### src/rtl/swm_pkg.sv
package swm_pkg;

    localparam int MAX_PATTERN_DEF = 32;
    localparam logic [7:0] STAR_BYTE = 8'd42;

    typedef enum logic [1:0] {
        CMD_CLEAR   = 2'd0,
        CMD_APPEND  = 2'd1,
        CMD_SUBJECT = 2'd2,
        CMD_END     = 2'd3
    } cmd_t;

    typedef struct packed {
        logic clear;
        logic append;
        logic subject;
        logic finish;
    } op_t;

endpackage

### src/rtl/swm_pattern.sv
module swm_pattern #(
    parameter int MAX_PATTERN = swm_pkg::MAX_PATTERN_DEF,
    parameter int LW = $clog2(MAX_PATTERN + 1)
) (
    input  logic                 clk,
    input  logic                 rst_n,
    input  swm_pkg::op_t         op,
    input  logic [7:0]           symbol,
    output logic [MAX_PATTERN:0] star_mask,
    output logic [MAX_PATTERN-1:0] lit_hit,
    output logic [LW-1:0]        length,
    output logic                 overflow
);

    logic [7:0]    store_reg [MAX_PATTERN];
    logic [LW-1:0] length_reg;
    logic [LW-1:0] length_next;
    logic          overflow_reg;
    logic          overflow_next;
    logic          full;

    assign full = (length_reg == LW'(MAX_PATTERN));

    always_comb
    begin
        length_next   = length_reg;
        overflow_next = overflow_reg;
        if (op.clear)
        begin
            length_next   = '0;
            overflow_next = 1'b0;
        end
        else if (op.append)
        begin
            if (full)
                overflow_next = 1'b1;
            else
                length_next = length_reg + LW'(1);
        end
    end

    always_ff @(posedge clk or negedge rst_n)
    begin
        if (!rst_n)
        begin
            length_reg   <= '0;
            overflow_reg <= 1'b0;
        end
        else
        begin
            length_reg   <= length_next;
            overflow_reg <= overflow_next;
        end
    end

    always_ff @(posedge clk)
    begin
        for (int i = 0; i < MAX_PATTERN; i++)
        begin
            if (op.append && !full && length_reg == LW'(i))
                store_reg[i] <= symbol;
        end
    end

    always_comb
    begin
        star_mask = '0;
        lit_hit   = '0;
        for (int i = 0; i < MAX_PATTERN; i++)
        begin
            if (LW'(i) < length_reg)
            begin
                star_mask[i] = (store_reg[i] == swm_pkg::STAR_BYTE);
                lit_hit[i]   = (store_reg[i] != swm_pkg::STAR_BYTE) &&
                               (store_reg[i] == symbol);
            end
        end
    end

    assign length   = length_reg;
    assign overflow = overflow_reg;

endmodule

### src/rtl/swm_track.sv
module swm_track #(
    parameter int MAX_PATTERN = swm_pkg::MAX_PATTERN_DEF,
    parameter int LW = $clog2(MAX_PATTERN + 1)
) (
    input  logic                   clk,
    input  logic                   rst_n,
    input  swm_pkg::op_t           op,
    input  logic [MAX_PATTERN:0]   star_mask,
    input  logic [MAX_PATTERN-1:0] lit_hit,
    input  logic [LW-1:0]          length,
    input  logic                   overflow,
    output logic                   hit
);

    logic [MAX_PATTERN:0] act_reg;
    logic [MAX_PATTERN:0] act_next;
    logic                 open_reg;
    logic                 open_next;
    logic [MAX_PATTERN:0] start_vec;
    logic [MAX_PATTERN:0] step_vec;

    // carry chain runs activity through each run of stars
    function automatic logic [MAX_PATTERN:0] spread(
        input logic [MAX_PATTERN:0] v,
        input logic [MAX_PATTERN:0] s
    );
        logic [MAX_PATTERN:0] m;
        logic [MAX_PATTERN:0] sum;
        m   = v & s;
        sum = m + s;
        return v | (sum ^ m ^ s);
    endfunction

    always_comb
    begin
        start_vec = open_reg ? act_reg
                             : spread((MAX_PATTERN + 1)'(1), star_mask);
        step_vec  = spread((start_vec & star_mask) |
                           {start_vec[MAX_PATTERN-1:0] & lit_hit, 1'b0},
                           star_mask);
        hit       = start_vec[length] && !overflow;

        act_next  = act_reg;
        open_next = open_reg;
        if (op.clear || op.append || op.finish)
        begin
            act_next  = '0;
            open_next = 1'b0;
        end
        else if (op.subject)
        begin
            act_next  = step_vec;
            open_next = 1'b1;
        end
    end

    always_ff @(posedge clk or negedge rst_n)
    begin
        if (!rst_n)
        begin
            act_reg  <= '0;
            open_reg <= 1'b0;
        end
        else
        begin
            act_reg  <= act_next;
            open_reg <= open_next;
        end
    end

endmodule

### src/rtl/star_wildcard_matcher.sv
// channel | valid     | stall     | payload
// in      | in_valid  | in_stall  | command, symbol
// out     | out_valid | out_stall | matched, pattern_overflow
//
// One request per cycle unless stalled; an end result goes via the input and result registers.
// The active-position vector updates in one pass per request; each star ripple is one carry chain.
// Reset clears the pattern length, overflow flag, vector and both stage valids.
// An end request holds in the input stage while the result register is full and stalled.
module star_wildcard_matcher #(
    parameter int MAX_PATTERN = swm_pkg::MAX_PATTERN_DEF
) (
    input  logic       clk,
    input  logic       rst_n,
    input  logic       in_valid,
    output logic       in_stall,
    input  logic [1:0] command,
    input  logic [7:0] symbol,
    output logic       out_valid,
    input  logic       out_stall,
    output logic       matched,
    output logic       pattern_overflow
);

    localparam int LW = $clog2(MAX_PATTERN + 1);

    logic                   in_valid_reg;
    swm_pkg::cmd_t          cmd_reg;
    logic [7:0]             sym_reg;
    logic                   out_valid_reg;
    logic                   matched_reg;
    logic                   overflow_reg;
    logic                   go;
    swm_pkg::op_t           op;
    logic [MAX_PATTERN:0]   star_mask;
    logic [MAX_PATTERN-1:0] lit_hit;
    logic [LW-1:0]          length;
    logic                   overflow;
    logic                   hit;

    assign go = in_valid_reg &&
                (cmd_reg != swm_pkg::CMD_END || !out_valid_reg || !out_stall);
    assign in_stall = in_valid_reg && !go;

    always_comb
    begin
        op = '0;
        if (go)
        begin
            unique case (cmd_reg)
                swm_pkg::CMD_CLEAR:   op.clear   = 1'b1;
                swm_pkg::CMD_APPEND:  op.append  = 1'b1;
                swm_pkg::CMD_SUBJECT: op.subject = 1'b1;
                swm_pkg::CMD_END:     op.finish  = 1'b1;
                default:              op = '0;
            endcase
        end
    end

    swm_pattern #(
        .MAX_PATTERN(MAX_PATTERN),
        .LW(LW)
    ) u_pattern (
        .clk(clk),
        .rst_n(rst_n),
        .op(op),
        .symbol(sym_reg),
        .star_mask(star_mask),
        .lit_hit(lit_hit),
        .length(length),
        .overflow(overflow)
    );

    swm_track #(
        .MAX_PATTERN(MAX_PATTERN),
        .LW(LW)
    ) u_track (
        .clk(clk),
        .rst_n(rst_n),
        .op(op),
        .star_mask(star_mask),
        .lit_hit(lit_hit),
        .length(length),
        .overflow(overflow),
        .hit(hit)
    );

    always_ff @(posedge clk or negedge rst_n)
    begin
        if (!rst_n)
        begin
            in_valid_reg  <= 1'b0;
            out_valid_reg <= 1'b0;
        end
        else
        begin
            if (!in_stall)
                in_valid_reg <= in_valid;
            if (op.finish)
                out_valid_reg <= 1'b1;
            else if (!out_stall)
                out_valid_reg <= 1'b0;
        end
    end

    always_ff @(posedge clk)
    begin
        if (in_valid && !in_stall)
        begin
            cmd_reg <= swm_pkg::cmd_t'(command);
            sym_reg <= symbol;
        end
        if (op.finish)
        begin
            matched_reg  <= hit;
            overflow_reg <= overflow;
        end
    end

    assign out_valid        = out_valid_reg;
    assign matched          = matched_reg;
    assign pattern_overflow = overflow_reg;

endmodule
### config.mk
export PLATFORM = sky130hd
export DESIGN_NAME = star_wildcard_matcher
export DESIGN_NICKNAME = d
export VERILOG_FILES = /design/src/rtl/swm_pkg.sv /design/src/rtl/swm_pattern.sv /design/src/rtl/swm_track.sv /design/src/rtl/star_wildcard_matcher.sv
export SDC_FILE = /design/constraint.sdc
export NUM_CORES = 1
export LEC_CHECK = 0
export ABC_AREA = 1
export ABC_CLOCK_PERIOD_IN_PS = 3800
export BUFFER_PORTS_ARGS = -buffer_cell sky130_fd_sc_hd__buf_4
export CAP_MARGIN = 20
export CORE_UTILIZATION = 50
export CTS_CLUSTER_DIAMETER = 100
export DETAILED_ROUTE_END_ITERATION = 8
export PLACE_DENSITY = 0.65
export SYNTH_ARGS = -nofsm -noshare
export SYNTH_HDL_FRONTEND = slang
export SYNTH_SLANG_ARGS = --single-unit
### constraint.sdc
create_clock -name clk -period 3.8 [get_ports clk]
set_clock_uncertainty 0.05 [all_clocks]
set_input_delay 0.57 -clock clk [delete_from_list [all_inputs] [get_ports clk]]
set_output_delay 0.57 -clock clk [all_outputs]
set_load 0.02 [all_outputs]
* Yosys cells after proc, flatten, opt, wreduce, memory -nomap -nowiden
Memories as Yosys holds them, arrays and structs flattened. Cells that the tools add are included.
Storage, ports and cells: bits in latches 0, memory bits (writable) 256, ROM bits 0, memories 1, output and inout port bits 4, bits in registers 55, bits of input ports 14, word-level logic and storage cells 548
Memory list:
- u_pattern.store_reg | words 32, bits a word 8, rd ports 32, clocked after memory_dff 0, wr ports 1, line swm_pattern.sv:15 | logic [7:0] store_reg [MAX_PATTERN];
Operators by class: $mul 0, shift-type cells 0, bitwise logic cells 9, multiplexer cells 241, reductions and logical operators 117, div/mod/pow operators 0, add/subtract/negate cells 3, magnitude comparators 33, equality and inequality tests 134
Operators by type and width (number):
- == test 8 x 6 -> 1 bit (second input constant) | 32
- == test 8 bit | 32
- != test 8 x 6 -> 1 bit (second input constant) | 32
- two-way mux 8 bit | 31
- OR reduction 8 bit | 31
- two-way mux 1 bit | 171
- two-way mux 5 bit | 31
- two-way mux 33 bit | 3
- == test 6 x 5 -> 1 bit (second input constant) | 16
- less-than comparator 5 x 6 -> 1 bit (first input constant) | 16
- logical AND 1 bit | 69
- bitwise AND 33 x 32 -> 33 bit | 2
- bitwise OR 33 bit | 2
- XOR 33 x 32 -> 33 bit | 2
- == test 6 x 4 -> 1 bit (second input constant) | 8
- less-than comparator 4 x 6 -> 1 bit (first input constant) | 8
- adder 1 x 32 -> 33 bit | 1
- adder 33 x 32 -> 33 bit | 1
- XOR 33 x 1 -> 33 bit | 1
- XOR 33 bit | 1
- bitwise AND 32 bit | 1
- == test 6 x 3 -> 1 bit (second input constant) | 4
- less-than comparator 3 x 6 -> 1 bit (first input constant) | 4
- two-way mux 6 bit | 3
- 19 further kinds | 35

* Longest topological paths before layout
depth in word-level cells 41, mapped depth 32, gate-level depth less buffers 30

* Hierarchy
Synthesis repeated with hierarchy kept, for this count alone.
Unflattened totals: cell total of the unflattened synthesis 2306, area, all modules 18803.0 um^2
Modules (own cells, without submodules):
- swm_pattern | sequential area each 7862.5 um^2, area each 13585.5 um^2, instances 1, cells each 1357
- swm_track | sequential area each 850.8 um^2, area each 4742.0 um^2, instances 1, cells each 922
- star_wildcard_matcher | sequential area each 410.4 um^2, area each 475.5 um^2, instances 1, cells each 27

* Worst setup path before layout
OpenSTA, ideal clock, no wires.
kind reg2reg, start reg u_pattern.length_reg[0] (netlist: u_pattern.length[0]), end reg u_track.act_reg[28], arrival time 3.449 ns, slack 0.236 ns, data required time 3.684 ns, path buffers 2, clock period less this slack 3.564 ns, library setup time 0.066 ns, stages on the path, launching flop included 33, cells stage by stage dfrtp_1 > clkbuf_1 > inv_1 > clkbuf_1 > ha_1 > inv_1 > nor2_2 > inv_2 > nand2_4 > inv_1 > ha_1 > inv_1 > o211ai_1 > nand2_1 > inv_1 > nand2_1 > inv_1 > ha_1 > o21bai_1 > nand3_1 > nand2_1 > nand2_1 > nand2_1 > nand2_1 > nand2_1 > nand2_1 > nand2_1 > nand2_1 > nand2_1 > nand2_1 > nand2_1 > nand2_1 > nand2_1
Between the ends: cells in the longest elaborated chain, start to end 15, elaborated cells on any way between the ends 100, classes of those cells add/sub: 2; order compare: 29; mux: 60; bitwise: 9
RTL lines:
- start: declaration | line swm_pattern.sv:16 | logic [LW-1:0] length_reg;
- start signal: assignment | line swm_pattern.sv:51 | length_reg <= length_next;
- less-than comparator 1 x 6 -> 1 bit (tied with other cells) | line swm_pattern.sv:71 | if (LW'(i) < length_reg)
- two-way mux 1 bit | line swm_pattern.sv:71
- adder 1 x 32 -> 33 bit | line swm_track.sv:30 | sum = m + s;
- XOR 33 x 1 -> 33 bit | line swm_track.sv:31 | return v | (sum ^ m ^ s);
- XOR 33 x 32 -> 33 bit | line swm_track.sv:31
- two-way mux 33 bit | line swm_track.sv:36 | start_vec = open_reg ? act_reg
- bitwise AND 33 x 32 -> 33 bit / bitwise AND 32 bit (equally long branches) | line swm_track.sv:38, swm_track.sv:39
- bitwise OR 33 bit | line swm_track.sv:38 | step_vec = spread((start_vec & star_mask) |
- bitwise AND 33 x 32 -> 33 bit | line swm_track.sv:29 | m = v & s;
- adder 33 x 32 -> 33 bit | line swm_track.sv:30
- XOR 33 bit | line swm_track.sv:31
- XOR 33 x 32 -> 33 bit | line swm_track.sv:31
- bitwise OR 33 bit * | line swm_track.sv:31
- two-way mux 33 bit * | line swm_track.sv:50 | else if (op.subject)
- two-way mux 33 bit * | line swm_track.sv:45 | if (op.clear || op.append || op.finish)
- end signal: assignment | line swm_track.sv:66 | act_reg <= act_next;
- end: declaration | line swm_track.sv:15 | logic [MAX_PATTERN:0] act_reg;
Mark *: on every way between the ends. The rest lies on a longest branch, timed or not. The select of a mux whose other input is x is not followed. A chain may end at the register's enable or synchronous reset.

* Final worst setup path
start reg u_pattern.length_reg[0] (netlist: u_pattern.length[0]), end reg matched_reg (netlist: matched), data pin
Between the ends: cells in the longest elaborated chain, start to end 9, elaborated cells on any way between the ends 71, classes of those cells add/sub: 1; order compare: 32; mux: 35; bitwise: 2; reduce/logical: 1
RTL lines:
- less-than comparator 1 x 6 -> 1 bit (tied with other cells) | line swm_pattern.sv:71
- two-way mux 1 bit | line swm_pattern.sv:71
- adder 1 x 32 -> 33 bit | line swm_track.sv:30
- XOR 33 x 1 -> 33 bit | line swm_track.sv:31
- XOR 33 x 32 -> 33 bit | line swm_track.sv:31
- two-way mux 33 bit | line swm_track.sv:36
- binary-select mux 1 bit (select 6 bit) * | line swm_track.sv:41 | hit = start_vec[length] && !overflow;
- two-way mux 1 bit (implied by the code) * | line swm_track.sv:41
- logical AND 1 bit * | line swm_track.sv:41
- net hit | line star_wildcard_matcher.sv:38 | logic hit;
- end signal: assignment | line star_wildcard_matcher.sv:114 | matched_reg <= hit;
- end: declaration | line star_wildcard_matcher.sv:30 | logic matched_reg;
The timed path passes the listed nets; every way through them passes the cells marked *. The select of a mux whose other input is x is not followed.

==> reports/results.tsv <==
stage	metric	value	unit
run	drv_cap	0	
setup_path	critPathMaxFanout	10	
clock_tree	htree_levels	2	
timing	min_period	3.70	ns
worst_hold_path	whs_path_depth	1	
placed_design	dp_hpwl	46200	um
final_layout	drive_gt1_share	11.8	%
setup_path	max_stage_delay	0.36	ns
global_routing	gr-usage-all-layers	31.3	%
worst_hold_path	hold_path.class	primary input to flop	
power	power_leakage	0.00874	uW
final_layout	design_area	21800	um^2
placed_design	gp_congestion	1.06	
global_routing	grt_pass1_vias	15800	
route	vias	17000	
timing	fin_hold_ws	0.140	ns
setup_path	cp.required	4.08	ns
power	seqPwrFrac	48.9	%
clock_tree	cts_tree	built	
synthesis	ys.flop_type	edfxtp_1	
clock_tree	cts_buffers	35	
global_routing	met2_usage	46.6	%
global_routing	use_met1	46.4	%
placed_design	post-place-ws	0.175	ns
timing	max-slew-margin-rel	41.4	%
die	core-area	38600	um^2
synthesis	synth_cell_types	54	
power	power_density	354	nW/um^2
power	clkPwrFrac	40.1	%
final_layout	area_growth	11.4	%
setup_path	startpoint_type	flop	
global_routing	met3_usage	5.65	%
synthesis	seq_area_frac_synth	46.6	%
global_routing	grt_max_degree	65	
power	swShare	26.1	%
run_status	status	finished clean	
route	drc_errors	0	
setup_path	crit_path_cell_trace	buf_4 > ha_1 > nand2_1 > nand3_1 > nand3_1 > nor2_1 > nand2_1 > nor2_1 > nand2_1 > o21ai_1 > nand2_1 > a21oi_1 > o21ai_0 > nor2_1 > nor2_1 > nor3_1	
timing	fmax	270	MHz
synthesis	syn-num-nets	2458	
setup_path	rrSetupSlack	0.1	ns
placed_design	io_buffers	17	
setup_path	r2r-start	u_pattern.length[0]	
timing	worst_slack	0.0980	ns
setup_path	reg2reg_to	matched	
synthesis	syn-instance-count	2437	
route	antenna_left	0	
timing	hold_viol	0	
route	wl	60900	um
die	die_w	200	um
power	power.net_switching	2020	uW
global_routing	overflow	0	
clock_tree	cts_sinks	311	
timing	worst_pin_slew	0.876	ns
synthesis	yosys_warnings	0	
route	via_per_inst	5.54	
setup_path	reg2regPathDepth	16	
global_routing	grt_pass1_wl	93000	um
placed_design	placed_area	20800	um^2
route	drt-pass1-iter-count	7	
worst_hold_path	holdCritStartpoint	symbol[5]	
clock_tree	clock_tree.buffer_depth	3	
synthesis	postSynthAreaPerCell	8.03	um^2
final_layout	antenna-diode-count	0	
timing	tns	0	ns
synthesis	syn-cell-area	19600	um^2
synthesis	ys_ff_latch	311	
clock_tree	clk_latency	0.56	ns
setup_path	cp-end-kind	flop	
die	initial_core_util	50.6	%
route	detail_route.wl_per_cell	19.9	um
power	comb_power_share	11.1	%
synthesis	synth_async_sr_flop_share	13.8	%
die	die_h	200	um
timing	setup-violations-final	0	
clock_tree	cts.clk_slew.worst_paths	0.06	ns
final_layout	largest_register_ffs	256	
setup_path	crit_type	flop to flop	
setup_path	critPathSlowestCell	nor2_1	
synthesis	synth_edf_count	268	
global_routing	antenna_found_initial	1	
setup_path	crit_arrival	3.99	ns
route	drt_iter0_drc	1871	
die	dieArea	39900	um^2
worst_hold_path	holdPathEnd	sym_reg[5]	
power	p_int	5710	uW
clock_tree	root_buffer	clkbuf_16	
timing	finalCritPeriodShare	97.4	%
final_layout	fin_nets	2543	
die	ioPinCount	18	
timing	slew_violations	0	
die	num_rows	72	
global_routing	gr-max-usage-layer	met2	
power	ir_worst_vdd	399	uV
==> final cells by class <==
class / instances / area [um^2]
Clock buffer: 46 / 917
Clock inverter: 14 / 97.6
Fill cell: 3496 / 16800
Inverter: 291 / 1100
Multi-Input combinational cell: 1780 / 9070
Sequential cell: 311 / 9130
Tap cell: 518 / 648
Timing Repair Buffer: 103 / 851
==> worst max-delay path, delay by kind of cell, from the launching register on <==
kind / cells / cell delay [ns]
buffers and inverters: 1 / 0.23
flip-flops: 1 / 0.34
AO/OA/AOI/OAI: 3 / 0.49
AND/OR/NAND/NOR: 11 / 2.15
adder cells (fa/ha/maj): 1 / 0.20
==> logic make-up after synthesis <==
kind of cell | after synthesis | share of synthesized area [%]
buffers and inverters | 346 | 7.18
AO/OA/AOI/OAI | 169 | 5.01
adder cells (fa/ha/maj) | 7 | 0.447
XOR/XNOR | 187 | 8.37
flip-flops | 311 | 46.6
AND/OR/NAND/NOR | 1417 | 32.4
==> layout by cell type (no fill, tap or decap), drive strengths merged <==
| cell | instances |
|---|---|
| nor3b | 2 |
| or2 | 23 |
| nor4 | 25 |
| nor2b | 3 |
| clkinvlp | 2 |
| and2 | 1 |
| nand3 | 203 |
| nand3b | 6 |
| a31oi | 2 |
| o221ai | 1 |
| nor3 | 54 |
| a21o | 2 |
| ha | 7 |
| clkbuf | 46 |
| buf | 102 |
| o41ai | 1 |
| o22ai | 10 |
| xor2 | 73 |
| clkinv | 15 |
| or4 | 1 |
| edfxtp | 268 |
| nor2 | 360 |
| nor4b | 1 |
| dfrtp | 43 |
| o21ai | 97 |
| nand2 | 675 |
| dlygate4sd3 | 1 |
| inv | 288 |
| a211oi | 5 |
| or3b | 1 |
| nand2b | 1 |
| nand4 | 61 |
| o21bai | 1 |
| a21boi | 1 |
| xnor2 | 114 |
| a21oi | 42 |
| a22o | 1 |
| o211ai | 6 |
==> how the worst max path moves through the flow <==
stage	start	to	slack, ns
6_report	u_pattern.length[0]	matched	0.1
5_1_grt	u_pattern.length[0]	u_pattern.store_reg[1][63]	-0.007
4_1_cts	u_pattern.length[2]	matched	0.15
3_5_place_dp	u_pattern.length[2]	matched	0.17
3_3_place_gp	u_pattern.length[3]	u_track.act_reg[29]	0.19
2_1_floorplan	u_pattern.length[0]	u_track.act_reg[28]	0.24
==> cells in the mapped netlist (14+ instances only) <==
cell	n	share of area (%)
buf_2	30	0.77
o21ai_0	64	1.6
nand2_2	25	0.80
nor2_1	325	6.2
nand2_1	644	12
nand3_1	185	4.7
xor2_1	73	3.3
inv_2	19	0.36
nand4_1	60	1.9
nor2_2	24	0.77
edfxtp_1	268	41
inv_1	267	5.1
nor3_1	53	1.4
a21oi_1	40	1.0
nand3_2	17	0.87
or2_2	23	0.74
dfrtp_1	43	5.5
xnor2_1	114	5.1
nor4_1	25	0.80
o21ai_2	14	0.63
o21ai_1	18	0.46
==> power groups by stage <==
| stage | Clock (uW) | Combinational, uW | Sequential (uW) |
|---|---|---|---|
| floorplan | 0 | 494 | 3860 |
| global placement | 0 | 826 | 3840 |
| detailed placement | 0 | 832 | 3840 |
| CTS | 3150 | 837 | 3770 |
| global route | 3280 | 919 | 3780 |
| finish | 3100 | 855 | 3780 |
==> metal layers <==
| metal | up-vias | part of all wire (%) |
|---|---|---|
| met1 | 8043 | 46 |
| li1 | 8138 | - |
| met3 | 95 | 8.7 |
| met2 | 702 | 43 |
| met5 | - | 0.021 |
| met4 | 2 | 2.5 |
==> per-stage QoR <==
step | power (uW) | cells | util, %
CTS | 7760 | 3062 | 56.3
global placement | 4670 | 3001 | 53.7
floorplan | 4350 | 2437 | -
global route | 7970 | 3063 | 56.4
detailed placement | 4680 | 3001 | 53.7
finish | 7730 | 3063 | 56.4
==> repair_timing <==
action	4_1_cts	5_1_grt
setup buffers	0	1
resized for setup	0	7
hold endpoints to repair	43	0
setup endpoints to repair	0	8
hold buffers	1	0
Power figures use the tool's default switching activity.
